==> config.mk <==
export PLATFORM = sky130hd
export DESIGN_NAME = pawm_out_fifo
export DESIGN_NICKNAME = d
export VERILOG_FILES = /design/src/sv/piecewise_affine_warp_map_macros.svh /design/src/sv/pawm_pkg.sv /design/src/sv/pawm_out_fifo.sv
export SDC_FILE = /design/constraint.sdc
export NUM_CORES = 1
export LEC_CHECK = 0
export BUFFER_PORTS_ARGS = -buffer_cell sky130_fd_sc_hd__buf_2
export CORE_UTILIZATION = 40
export DETAILED_ROUTE_END_ITERATION = 7
export MAX_ROUTING_LAYER = met4
export PLACE_DENSITY = 0.58
export RECOVER_POWER = 100
export SLEW_MARGIN = 20
export SYNTH_ARGS = -nofsm -noshare
export SYNTH_HDL_FRONTEND = slang
export SYNTH_SLANG_ARGS = --single-unit
==> constraint.sdc <==
create_clock -name clk -period 5.2 [get_ports clk]
set_input_delay 0 -clock clk [delete_from_list [all_inputs] [get_ports clk]]
set_output_delay 0 -clock clk [all_outputs]
set_load 0.1 [all_outputs]
==> src/sv/piecewise_affine_warp_map_macros.svh <==
// assertion macros for the warp map top level
`ifndef PIECEWISE_AFFINE_WARP_MAP_MACROS_SVH
`define PIECEWISE_AFFINE_WARP_MAP_MACROS_SVH

// consequent must hold in the same cycle as the antecedent
`define PAWM_CHECK_NOW(label, ante, cons, msg) \
  label: assert property (@(posedge clk) disable iff (rst) (ante) |-> (cons)) \
    else $error(msg);

// consequent must hold in the cycle after the antecedent
`define PAWM_CHECK_NEXT(label, ante, cons, msg) \
  label: assert property (@(posedge clk) disable iff (rst) (ante) |=> (cons)) \
    else $error(msg);

`endif

==> src/sv/pawm_pkg.sv <==
package pawm_pkg;

  // mesh and number format
  localparam int MAX_TRIANGLES = 128;
  localparam int FRAC_BITS     = 16;
  localparam int TRI_AW        = (MAX_TRIANGLES > 1) ? $clog2(MAX_TRIANGLES) : 1;
  localparam int WIDE          = 66;

  // result queue
  localparam int FIFO_DEPTH = 16;
  localparam int FIFO_AW    = $clog2(FIFO_DEPTH);
  localparam int CREDIT_W   = $clog2(FIFO_DEPTH + 1);

  // register file
  localparam int NUM_REGS = 3;
  localparam int ADDR_W   = $clog2(4 * NUM_REGS);

  // outside markers in whole pixels
  localparam int OUTSIDE_WARP   = -1;
  localparam int OUTSIDE_UNWARP = -10000;

  typedef enum logic [1:0] {
    CMD_LOAD   = 2'd0,
    CMD_VERTEX = 2'd1,
    CMD_PIXEL  = 2'd2
  } cmd_t;

  typedef enum logic [ADDR_W-3:0] {
    REG_X_OFFSET    = 2'd0,
    REG_Y_OFFSET    = 2'd1,
    REG_UNWARP_MODE = 2'd2
  } reg_idx_t;

  typedef logic signed [31:0] word_t;

  // six words: alpha0..2 beta0..2, or coefficients c0..c5
  typedef word_t [5:0] word6_t;

  // control and pixel data that travel down the pipeline
  typedef struct packed {
    logic              valid;
    cmd_t              cmd;
    logic [TRI_AW-1:0] addr;
    logic              in_range;
    logic              on;
    word_t             xi;
    word_t             yi;
  } item_t;

  typedef struct packed {
    word_t x;
    word_t y;
  } map_t;

  localparam logic signed [WIDE-1:0] POS_LIM = WIDE'(64'sd2147483647);
  localparam logic signed [WIDE-1:0] RND_HALF = WIDE'(1) <<< (FRAC_BITS - 1);

  // saturate to the full 32-bit range
  function automatic word_t sat32_f(input logic signed [WIDE-1:0] v);
    word_t r;
    if (v > POS_LIM) begin
      r = 32'sh7fffffff;
    end else if (v < -POS_LIM - WIDE'(1)) begin
      r = 32'sh80000000;
    end else begin
      r = v[31:0];
    end
    return r;
  endfunction

  // saturate to the symmetric range, most negative code excluded
  function automatic word_t sat_sym_f(input logic signed [WIDE-1:0] v);
    word_t r;
    if (v > POS_LIM) begin
      r = 32'sh7fffffff;
    end else if (v < -POS_LIM) begin
      r = 32'sh80000001;
    end else begin
      r = v[31:0];
    end
    return r;
  endfunction

  // s already holds the rounding half: floor shift, add base, saturate
  function automatic word_t round_add_sat_f(input logic signed [WIDE-1:0] s,
                                            input word_t base);
    logic signed [WIDE-1:0] t;
    t = (s >>> FRAC_BITS) + WIDE'(base);
    return sat32_f(t);
  endfunction

  localparam word_t MARK_WARP   = sat32_f(WIDE'(OUTSIDE_WARP) <<< FRAC_BITS);
  localparam word_t MARK_UNWARP = sat32_f(WIDE'(OUTSIDE_UNWARP) <<< FRAC_BITS);

endpackage

==> src/sv/pawm_out_fifo.sv <==
module pawm_out_fifo import pawm_pkg::*; (
  input  logic  clk,
  input  logic  rst,
  input  logic  push,
  input  map_t  wdata,
  output logic  map_valid,
  input  logic  map_ready,
  output word_t map_x,
  output word_t map_y
);

  map_t entries [FIFO_DEPTH];
  logic [FIFO_AW-1:0]  wr_ptr, rd_ptr;
  logic [CREDIT_W-1:0] count;
  logic pop;

  assign pop       = map_valid && map_ready;
  assign map_valid = (count != '0);
  assign map_x     = entries[rd_ptr].x;
  assign map_y     = entries[rd_ptr].y;

  // entry storage
  always_ff @(posedge clk) begin
    if (push) begin
      entries[wr_ptr] <= wdata;
    end
  end

  // pointers and fill level
  always_ff @(posedge clk) begin
    if (rst) begin
      wr_ptr <= '0;
      rd_ptr <= '0;
      count  <= '0;
    end else begin
      if (push) begin
        wr_ptr <= wr_ptr + FIFO_AW'(1);
      end
      if (pop) begin
        rd_ptr <= rd_ptr + FIFO_AW'(1);
      end
      count <= count + CREDIT_W'(push) - CREDIT_W'(pop);
    end
  end

endmodule

==> run_results.csv <==
group,metric,value,unit
floorplanning,initial_core_util,40.4,%
sta,finalCriticalPeriod,4.29,ns
detailed_routing,routedWlPerCell,27.5,um
sta,finalSetupTns,0,ns
placed_design,port_buffers,132,
global_routing,grt_util_all_layers,19.2,%
outcome,status,"complete, but fails checks",
floorplanning,fp.dieArea,0.0990,mm2
setup_path,cp.required,5.20,ns
synth,ys_types,29,
sta,fmax,0.233,GHz
synth,yosys_register_bits,1041,
global_routing,grt_max_degree,68,
synth,synth_warnings,0,
synth,avgSynthCellArea,23.5,um2
detailed_routing,drt_iter0_markers,1753,
finish,fin_cells,3291,
finish,nFillCells,7984,
setup_path,crit_fanout,15,
setup_path,max_stage_delay,1.74,ns
setup_path,crit_chain,"nor2b_1 -> buf_16 -> a22oi_1 -> nand2_1 -> clkbuf_1",
synth,synthCells,1661,
sta,rsz0062_at_grt,"no",
floorplanning,core,0.0967,mm2
synth,syn_nets,1741,
floorplanning,std_cell_rows,114,
sta,hold_viol,0,
detailed_routing,antenna_left,0,
placed_design,dp_hpwl,44.7,mm
detailed_routing,drcViolationCount,0,
setup_path,critPathCaptureType,"primary output",
detailed_routing,viasPerCell,5.50,
sta,tightest_slew,3.13,ns
setup_path,worstSetupPathType,"reg -> out",
sta,finalSetupViolCount,0,
detailed_routing,routed_wl,90.6,mm
finish,postLayoutCoreUtil,46.9,%
sta,fin_ws,0.914,ns
clock_network,clock-sinks,1041,
job,drv_cap,17,
clock_network,post_cts_buffers,0,
global_routing,antenna_found_initial,6,
global_routing,grt_pass1_vias,19300,
clock_network,numCtsBuffers,105,
placed_design,routabilityCongestion,0.717,
clock_network,clk-insertion-delay-late,0.67,ns
global_routing,overflow,0,
sta,slew_violations,441,
global_routing,grt_pass1_wl,133,mm
setup_path,arrival,4.29,ns
finish,multi_input_area,0.00755,mm2
clock_network,clockRootBuffer,"clkbuf_16",
clock_network,path_clk_slew,0.05,ns
outcome,violations,"max-capacitance violations, max-slew violations",
synth,yosysSeqAreaShare,79.5,%
finish,final_cell_mix,"edfxtp_1, mux4_2, a22oi_1, clkbuf_1, clkbuf_16",
pwr,p_leak,14.0,nW
setup_path,cpMaxStageDelayCell,"nor2b_1",
floorplanning,io_pins,133,
detailed_routing,vias,18100,
placed_design,dp.cells,3021,
finish,stdcell_area,0.0454,mm2
floorplanning,dieWidth,315,um
sta,slew_headroom,-109,%
finish,register_area,0.0311,mm2
finish,final_common_cell,"edfxtp_1",
pwr,ir_drop,0.382,mV
clock_network,cts_buffer_depth,3,
clock_network,post_cts_resized,0,
pwr,p_total,21.7,mW
finish,fin_nets,2001,
worst_hold_path,min_path_type,"in -> reg",
finish,area_delta_synth_final,16.1,%
finish,drive_gt1_share,24.5,%
pwr,cellPowerDensity,478,mW/mm2
placed_design,place_ws,2.11,ns
floorplanning,die_h,315,um
detailed_routing,drtPass1Iterations,6,
sta,holdWs,0.229,ns
sta,fin_worst_skew,0.0166,ns
synth,syn_area,0.0391,mm2
setup_path,start_kind,"flip-flop",
placed_design,dpl-instance-area,0.0414,mm2
clock_network,htreeDepth,3,
clock_network,cts_tree,"yes",
sta,finalCritPeriodShare,82.4,%
## per-layer routing
metal	global-route usage, %	vias up	share of wire (%)
met5	-	-	0
met2	31.5	465	51
met1	25.2	9866	42
met3	3.14	121	5.3
li1	-	7635	-
met4	4.38	0	1.8
## worst max-delay path, delay by kind of cell (launching register included)
family	cells	cell delay, ns
compound gates	1	0.11
buf+inv	2	1.16
flops	1	0.46
simple gates	2	1.87
## kinds of logic (layout without fill, tap and decap cells)
logic type / after synthesis / in the layout / share of synthesized area [%]
xor gates and xnor gates: 9 / 9 / 0.202
muxes: 257 / 257 / 14.8
and+or+nand+nor: 112 / 112 / 1.28
AOI/OAI and AO/OA: 134 / 134 / 2.54
other: 0 / 5 / 0
buffers and inverters: 96 / 445 / 1.27
adders and majority gates: 12 / 12 / 0.403
DFF: 1041 / 1041 / 79.5
## area by class of cell
| cell class | count | area share, % |
|---|---|---|
| sequential | 1041 | 68.5 |
| antenna | 5 | 0.0276 |
| timing repair buffer | 240 | 3.59 |
| multi-input combinational | 524 | 16.6 |
| clock buffer | 132 | 6.15 |
| inverter | 9 | 0.0744 |
| tap | 1276 | 3.52 |
| clock inverter | 64 | 1.50 |
## where the power goes
part	switching, mW	internal (mW)
Combinational	3.02	1.64
Sequential	0.114	9.36
Clock	3.13	4.45
## final timing paths
path	slack [ns]	end	cells after the start	start
worst max register to register	1.05	entries[15][24]$_DFFE_PP_	3	wr_ptr[0]$_SDFFE_PP0P_
worst max-delay path	0.91	map_x[3]	5	flip-flop
worst min register to register	0.53	flip-flop	2	rd_ptr[3]$_SDFFE_PP0N_
worst min-delay path	0.23	count[3]$_SDFF_PP0_	3	rst
## synthesized netlist by cell type
master | n | area share, %
mux4_2 | 256 | 15
clkbuf_1 | 39 | 0.37
and3_1 | 2 | 0.032
nand2_1 | 68 | 0.65
inv_1 | 9 | 0.086
xor2_1 | 6 | 0.13
nor3b_1 | 1 | 0.019
a21oi_1 | 4 | 0.051
nand4_1 | 1 | 0.016
a22oi_1 | 128 | 2.5
mux2i_1 | 1 | 0.026
buf_4 | 6 | 0.12
fa_1 | 1 | 0.051
xnor2_1 | 3 | 0.067
and2_1 | 17 | 0.27
or4b_1 | 1 | 0.026
nand3_1 | 3 | 0.038
buf_2 | 13 | 0.17
or3_1 | 1 | 0.016
dfxtp_1 | 17 | 0.87
o21ai_0 | 1 | 0.013
buf_6 | 13 | 0.37
and3b_1 | 1 | 0.022
nor2_1 | 13 | 0.12
a21o_1 | 1 | 0.019
nor2b_1 | 4 | 0.064
ha_1 | 11 | 0.35
edfxtp_1 | 1024 | 79
buf_1 | 16 | 0.15
## what timing repair did
action | CTS | global route
endpoints found under the setup margin | 0 | 0
hold buffers | 68 | 0
endpoints found under the hold margin | 1041 | 0
## flip-flops by register name, summed over array words and instances (netlist names), named ones only
name	count
count	5
rd_ptr	4
entries	1024
wr_ptr	4
(Power assumes the default switching activity.)
